==> src/design/assert_macros.svh <==
// assertion helpers shared by the rtl files
`ifndef ASSERT_MACROS_SVH
`define ASSERT_MACROS_SVH

`ifndef NO_ASSERTIONS

// condition must hold at every edge out of reset
`define AST_ALWAYS(label, clk, rst_n, expr) \
  label: assert property (@(posedge clk) disable iff (!rst_n) (expr)) \
    else $error("assertion failed");

// consequent must hold in the same cycle as the antecedent
`define AST_IMPLIES(label, clk, rst_n, ante, cons) \
  label: assert property (@(posedge clk) disable iff (!rst_n) (ante) |-> (cons)) \
    else $error("assertion failed");

// consequent must hold in the cycle after the antecedent
`define AST_NEXT(label, clk, rst_n, ante, cons) \
  label: assert property (@(posedge clk) disable iff (!rst_n) (ante) |=> (cons)) \
    else $error("assertion failed");

`else

`define AST_ALWAYS(label, clk, rst_n, expr)
`define AST_IMPLIES(label, clk, rst_n, ante, cons)
`define AST_NEXT(label, clk, rst_n, ante, cons)

`endif

`endif

==> src/design/hatfl_pkg.sv <==
`timescale 1ns / 1ps

package hatfl_pkg;

  localparam int QUERY_W     = 64;
  localparam int BYTE_W      = 8;
  localparam int STATUS_W    = 4;
  localparam int QUEUE_DEPTH = 2;

  localparam logic [BYTE_W-1:0] CHAR_NEWLINE = 8'h0a;
  localparam logic [BYTE_W-1:0] CHAR_ZERO    = 8'h30;
  localparam logic [BYTE_W-1:0] CHAR_NINE    = 8'h39;
  localparam logic [BYTE_W-1:0] CHAR_A       = 8'h61;
  localparam logic [BYTE_W-1:0] CHAR_F       = 8'h66;
  localparam logic [BYTE_W-1:0] HEX_TEN      = 8'd10;

  typedef enum logic [1:0] {
    OP_BYTE   = 2'd0,
    OP_EOF    = 2'd1,
    OP_LOOKUP = 2'd2,
    OP_CLEAR  = 2'd3
  } op_t;

  typedef enum logic [STATUS_W-1:0] {
    ST_TAKEN    = 4'd0,
    ST_COMMIT   = 4'd1,
    ST_FOUND    = 4'd2,
    ST_NOTFOUND = 4'd3,
    ST_SHORT    = 4'd4,
    ST_BADDIGIT = 4'd5,
    ST_LONG     = 4'd6,
    ST_FULL     = 4'd7,
    ST_REFUSED  = 4'd8
  } status_t;

  // classified item as it sits in the queue
  typedef struct packed {
    op_t                op;
    logic               is_newline;
    logic               digit_ok;
    logic [3:0]         digit;
    logic [QUERY_W-1:0] query;
  } item_t;

endpackage

==> src/design/hatfl_front.sv <==
`timescale 1ns / 1ps
`include "assert_macros.svh"

module hatfl_front (
  input  logic                          clk,
  input  logic                          rst_n,
  input  logic                          in_valid,
  output logic                          in_stall,
  input  logic [1:0]                    in_action,
  input  logic [hatfl_pkg::BYTE_W-1:0]  in_text_byte,
  input  logic [hatfl_pkg::QUERY_W-1:0] in_query_address,
  output logic                          q_valid,
  output hatfl_pkg::item_t              q_item,
  input  logic                          q_pop
);

  localparam int PTR_W = (hatfl_pkg::QUEUE_DEPTH > 1) ? $clog2(hatfl_pkg::QUEUE_DEPTH) : 1;
  localparam int CNT_W = $clog2(hatfl_pkg::QUEUE_DEPTH + 1);

  hatfl_pkg::item_t  store_r [hatfl_pkg::QUEUE_DEPTH];
  logic [PTR_W-1:0]  wr_ptr_r, wr_ptr_nxt;
  logic [PTR_W-1:0]  rd_ptr_r, rd_ptr_nxt;
  logic [CNT_W-1:0]  cnt_r, cnt_nxt;
  hatfl_pkg::item_t  cls;
  logic              push;

  // classify the incoming byte once, so the back end only acts
  always_comb begin
    cls            = '0;
    cls.op         = hatfl_pkg::op_t'(in_action);
    cls.query      = in_query_address;
    cls.is_newline = (in_text_byte == hatfl_pkg::CHAR_NEWLINE);
    if (in_text_byte >= hatfl_pkg::CHAR_ZERO && in_text_byte <= hatfl_pkg::CHAR_NINE) begin
      cls.digit_ok = 1'b1;
      cls.digit    = 4'(in_text_byte - hatfl_pkg::CHAR_ZERO);
    end else if (in_text_byte >= hatfl_pkg::CHAR_A && in_text_byte <= hatfl_pkg::CHAR_F) begin
      cls.digit_ok = 1'b1;
      cls.digit    = 4'(in_text_byte - hatfl_pkg::CHAR_A + hatfl_pkg::HEX_TEN);
    end
  end

  assign in_stall = (cnt_r == CNT_W'(hatfl_pkg::QUEUE_DEPTH));
  assign push     = in_valid && !in_stall;
  assign q_valid  = (cnt_r != '0);
  assign q_item   = store_r[rd_ptr_r];

  always_comb begin
    wr_ptr_nxt = wr_ptr_r;
    rd_ptr_nxt = rd_ptr_r;
    cnt_nxt    = cnt_r;
    if (push) begin
      wr_ptr_nxt = (wr_ptr_r == PTR_W'(hatfl_pkg::QUEUE_DEPTH - 1)) ? '0 : wr_ptr_r + 1'b1;
    end
    if (q_pop) begin
      rd_ptr_nxt = (rd_ptr_r == PTR_W'(hatfl_pkg::QUEUE_DEPTH - 1)) ? '0 : rd_ptr_r + 1'b1;
    end
    if (push && !q_pop) begin
      cnt_nxt = cnt_r + 1'b1;
    end else if (!push && q_pop) begin
      cnt_nxt = cnt_r - 1'b1;
    end
  end

  always_ff @(posedge clk) begin
    if (!rst_n) begin
      wr_ptr_r <= '0;
      rd_ptr_r <= '0;
      cnt_r    <= '0;
    end else begin
      wr_ptr_r <= wr_ptr_nxt;
      rd_ptr_r <= rd_ptr_nxt;
      cnt_r    <= cnt_nxt;
    end
  end

  always_ff @(posedge clk) begin
    if (push) begin
      store_r[wr_ptr_r] <= cls;
    end
  end

  `AST_ALWAYS(a_cnt_bound, clk, rst_n, cnt_r <= CNT_W'(hatfl_pkg::QUEUE_DEPTH))
  `AST_IMPLIES(a_pop_nonempty, clk, rst_n, q_pop, cnt_r != '0)
  `AST_NEXT(a_push_seen, clk, rst_n, push && !q_pop, cnt_r != '0)

endmodule

==> config.mk <==
export PLATFORM = sky130hd
export DESIGN_NAME = hatfl_front
export DESIGN_NICKNAME = d
export VERILOG_FILES = /design/src/design/hatfl_pkg.sv /design/src/design/hatfl_front.sv
export VERILOG_INCLUDE_DIRS = /design/src /design/src/design
export SDC_FILE = /design/constraint.sdc
export NUM_CORES = 1
export LEC_CHECK = 0
export BUFFER_PORTS_ARGS = -buffer_cell sky130_fd_sc_hd__buf_2
export CORE_MARGIN = 1
export CORE_UTILIZATION = 47
export DETAILED_ROUTE_END_ITERATION = 6
export PLACE_DENSITY = 0.75
export SLEW_MARGIN = 20
export SYNTH_ARGS = -nofsm -noshare
export SYNTH_HDL_FRONTEND = slang
export SYNTH_SLANG_ARGS = --single-unit
==> constraint.sdc <==
create_clock -name clk -period 4.3 [get_ports clk]
set_input_delay 0.215 -clock clk [delete_from_list [all_inputs] [get_ports clk]]
set_output_delay 0.215 -clock clk [all_outputs]
set_load 0.005 [all_outputs]
### After elaboration in Yosys (flattened, before gate mapping)

Memories as Yosys holds them, arrays and structs flattened. A register that Yosys moved wholly into a read port is not among the register bits.
Index checks and enable logic that the tools add are counted.

| word-level totals | value |
|---|---|
| bits in writable memories | 144 |
| word-level logic and storage cells | 37 |
| register bits after elaboration | 4 |
| memories kept | 1 |
| output and inout port bits | 74 |
| bits of input ports | 78 |

Memory list:

| memory | words | bits a word | rd ports | clocked after memory_dff | write ports | RTL line | text |
|---|---|---|---|---|---|---|---|
| store_r | 2 | 72 | 1 | 1 | 1 | hatfl_front.sv:20 | `hatfl_pkg::item_t store_r [hatfl_pkg::QUEUE_DEPTH];` |

| operators by class | value |
|---|---|
| equal/unequal tests | 2 |
| order comparisons | 4 |
| reduce and logical (&&, ||, !) cells | 10 |
| add/sub/neg operators | 7 |
| multiplexer cells | 10 |

Operators with widths:

| cell | count |
|---|---|
| two-way mux 5 bit | 2 |
| == test 8 x 4 -> 1 bit (second input constant) | 1 |
| >= comparator 8 x 6 -> 1 bit (second input constant) | 1 |
| >= comparator 8 x 7 -> 1 bit (second input constant) | 1 |
| <= comparator 8 x 6 -> 1 bit (second input constant) | 1 |
| <= comparator 8 x 7 -> 1 bit (second input constant) | 1 |
| subtractor 4 x 1 -> 4 bit (second input constant) | 2 |
| two-way mux 1 bit | 6 |
| logical AND 1 bit | 5 |
| adder 4 bit (second input constant) | 1 |
| two-way mux 2 bit | 2 |
| nonzero test 2 bit | 2 |
| zero test 1 bit | 3 |
| adder 1 bit (second input constant) | 2 |
| adder 2 x 1 -> 2 bit (second input constant) | 1 |
| == test 2 bit (second input constant) | 1 |
| subtractor 2 x 1 -> 2 bit (second input constant) | 1 |

### Longest topological paths before layout

| logic depth | value |
|---|---|
| word-level depth | 7 |
| depth in mapped cells | 7 |

### Worst setup path before layout

OpenSTA, ideal clock, no wires.

| path | value |
|---|---|
| kind | reg-to-reg |
| start | reg cnt_r[0] |
| end | mem store_r[0][0] (netlist bit) (enable) |
| setup time | 0.502 ns |
| data required time | 3.798 ns |
| path slack | 0.184 ns |
| cell stages (with the launch flop) | 4 |
| arrival time | 3.614 ns |
| buffers on the path | 0 |
| period minus slack after synthesis | 4.116 ns |
| path through | dfxtp_1 -> nand2b_1 -> nand2_1 -> nor2_1 |

| on the way | value |
|---|---|
| word-level cells in the longest chain between the ends | 5 |

RTL lines:

| what | RTL line | text |
|---|---|---|
| start, declared | hatfl_front.sv:23 | `logic [CNT_W-1:0] cnt_r, cnt_nxt;` |
| start signal, assigned | hatfl_front.sv:72 | `cnt_r <= cnt_nxt;` |
| == test 2 bit | hatfl_front.sv:42 | `assign in_stall = (cnt_r == CNT_W'(hatfl_pkg::QUEUE_DEPTH));` |
| zero test 1 bit | hatfl_front.sv:43 | `assign push = in_valid && !in_stall;` |
| logical AND 1 bit | hatfl_front.sv:43 |  |
| two-way mux 1 bit | hatfl_front.sv:77 | `if (push) begin` |
| two-way mux 1 bit (not written as such) | hatfl_front.sv:78 | `store_r[wr_ptr_r] <= cls;` |
| end, declared | hatfl_front.sv:20 |  |

No other way between the ends.

==> results.sh <==
export IMPL_outcome="complete, but fails checks"
export IMPL_violations="design-rule violations"
export IMPL_power_density_nw_per_um2=474
export IMPL_setup_viol=0
export IMPL_synth_seq_cells=149
export IMPL_numClockSinks=149
export IMPL_p_leak_nw=3.03
export IMPL_max_slew_margin_pct=31.8
export IMPL_cp_arrival_ns=1.97
export IMPL_ys_flop_type="edfxtp_1"
export IMPL_grt_pass1_wl_um=16700
export IMPL_layout_drive_gt1_share_pct=37.0
export IMPL_post_drt_wl_per_cell_um=16.0
export IMPL_grt_max_degree=73
export IMPL_place_area_um2=6560
export IMPL_area_growth_pct=38.5
export IMPL_synth_edf_count=144
export IMPL_ys_types=32
export IMPL_synth_area_per_cell_um2=20.5
export IMPL_grt_antenna_before_repair=0
export IMPL_critPathMaxStageDelay_ns=1.00
export IMPL_drc=10
export IMPL_grt_pass1_vias=3405
export IMPL_core_area_um2=11600
export IMPL_clockPowerShare_pct=36.8
export IMPL_rows=39
export IMPL_synthCells=274
export IMPL_async_flop_share_pct=0
export IMPL_placement_io_buffers=151
export IMPL_cts_made_buffers=17
export IMPL_worstRegToRegCells=2
export IMPL_path_clk_slew_ns=0.05
export IMPL_holdPathStages=1
export IMPL_cp_slowest_cell="dfxtp_4"
export IMPL_fill_cells=794
export IMPL_clk_path_buf_depth=2
export IMPL_die_area_um2=12400
export IMPL_start_util_pct=48.7
export IMPL_fin_nets=586
export IMPL_wl_um=10600
export IMPL_grt_usage_pct=17.9
export IMPL_hold_path_end="store_r[1][38]$_DFFE_PP_"
export IMPL_die_h_um=111
export IMPL_cp_start_kind="flip-flop"
export IMPL_hpwlAfterDp_um=6220
export IMPL_io_pins=152
export IMPL_ys_warn_count=0
export IMPL_r2r_setup_slack_ns=2.45
export IMPL_worstPathCellList="mux2_1, buf_2"
export IMPL_cts_tree="built"
export IMPL_grt_overflow=0
export IMPL_skew_ns=0.00487
export IMPL_hp_start="in_query_address[38]"
export IMPL_critPathRequiredTime_ns=4.09
export IMPL_pwr_share_seq_pct=50.2
export IMPL_mostFrequentLayoutCells="buf_2 (151), edfxtp_1 (144), mux2_1 (71)"
export IMPL_syn_num_nets=357
export IMPL_hp_class="input port to flip-flop"
export IMPL_syn_area_um2=5630
export IMPL_drt_iter0_markers=191
export IMPL_hold_buffers=65
export IMPL_peakVddDrop_v=0.000303
export IMPL_tightest_slew_ns=1.02
export IMPL_num_vias=3213
export IMPL_reg2reg_to="store_r[1][66]$_DFFE_PP_"
export IMPL_fin_crit_ns=2.19
export IMPL_cp_end_kind="primary output"
export IMPL_max_cap_viol_count=0
export IMPL_via_per_inst=4.88
export IMPL_rsz0062_at_grt="false"
export IMPL_seq_area_frac_synth_pct=78.6
export IMPL_path_max_fanout=72
export IMPL_post_cts_resized=0
export IMPL_cts_root_buf="clkbuf_16"
export IMPL_p_comb_share_pct=13.1
export IMPL_postRouteAntennaNets=0
export IMPL_p_int_mw=2.88
export IMPL_swShare_pct=22.0
export IMPL_tns_ns=0
export IMPL_final_common_cell="buf_2"
export IMPL_p_sw_uw=811
export IMPL_fin_crit_sh_pct=50.9
export IMPL_drtPass1Iterations=7
export IMPL_gp_congestion=0.747
export IMPL_finalInstanceArea_um2=7790
export IMPL_die_width_um=111
export IMPL_reg2reg_from="cnt_r[0]$_SDFFE_PN0P_"
export IMPL_cts_setup_buffers=0
export IMPL_hold_violations=0
export IMPL_fmax_mhz=457
export IMPL_insertion_delay_ns=0.41
export IMPL_h_tree_depth=4
export IMPL_worstSetupPathType="flip-flop to primary output"
export IMPL_antennaDiodeCount=0
export IMPL_slew_viol_final=0
## critical path: cells and delay by family, from the launching register on
family,cells,cell delay (ns)
buf+inv,1,0.14
mux,1,0.41
flops,1,1.00
## power by group through the flow
stage          combinational (mW)  sequential, mW  clock (mW)
5_1_grt                     0.527            1.87        1.44
2_1_floorplan               0.235            1.86           0
6_report                    0.483            1.85        1.36
3_5_place_dp                0.427            1.89           0
4_1_cts                     0.477            1.86        1.39
3_3_place_gp                0.416            1.87           0
## synth_stat cells (2+ instances only)
cell      instances  area (µm²)
edfxtp_1        144        4320
mux2_1           71         800
buf_2             8        40.0
inv_1             7        26.3
dfxtp_1           5         100
ha_1              5        62.6
and2_1            4        25.0
mux2_2            2        22.5
nor2_1            2        7.51
o21ai_0           2        10.0
xnor2_1           2        17.5
xor2_1            2        17.5
## how the worst max path moves through the flow
stage | startpoint | to | slack [ns] | depth (start not counted)
after floorplan | cnt_r[0]$_SDFFE_PN0P_ | store_r[0][0]$_DFFE_PP_ | 0.18 | 3
after global placement | cnt_r[0]$_SDFFE_PN0P_ | store_r[0][39]$_DFFE_PP_ | 2.12 | 4
after detailed placement | cnt_r[0]$_SDFFE_PN0P_ | store_r[0][7]$_DFFE_PP_ | 2.01 | 4
after CTS | cnt_r[0]$_SDFFE_PN0P_ | store_r[0][5]$_DFFE_PP_ | 2.01 | 4
after global routing | flip-flop | q_item[65] | 1.98 | 2
final | flip-flop | q_item[64] | 2.11 | 2
## per-stage QoR
stage / hold slack, ns / util, % / cells / power, mW / setup slack, ns
after floorplan: 0.314 / - / 274 / 2.09 / 0.184
after global placement: 0.403 / 56.7 / 561 / 2.29 / 2.12
after detailed placement: 0.406 / 56.7 / 561 / 2.31 / 2.01
after CTS: 0.00269 / 67.2 / 658 / 3.72 / 2.01
after global routing: 0.00387 / 67.4 / 659 / 3.84 / 1.98
final: 0.0207 / 67.4 / 659 / 3.69 / 2.11
## layout make-up
type	count	area, µm²	area share (%)
clock buffer	29	541	6.94
clock inverter	3	15.0	0.193
sequential	149	4430	56.8
multi-input combinational	110	1150	14.8
inverter	7	26.3	0.337
timing repair buffer	218	1450	18.7
tap	143	179	2.30
## logic make-up (layout without fill, tap and decap cells)
logic type,count (synthesis),count (layout),share of synthesized area [%]
compound gates,8,8,1.00
flops,149,149,78.6
simple gates,20,20,2.89
mux,73,73,14.6
fa+ha+maj,5,5,1.11
buf+inv,15,257,1.18
xor+xnor,4,4,0.622
## registers in the layout (all words and copies together), names as in the netlist, named ones only
register	cells
wr_ptr_r	1
store_r	144
rd_ptr_r	1
cnt_r	2
## per-layer routing
layer	global-route usage [%]	wire length, µm
met1	19.7	4200
met2	31.1	5400
met3	5.72	671
met4	9.37	295
met5	0	0
Note: power is estimated with default switching activity, not from simulation.
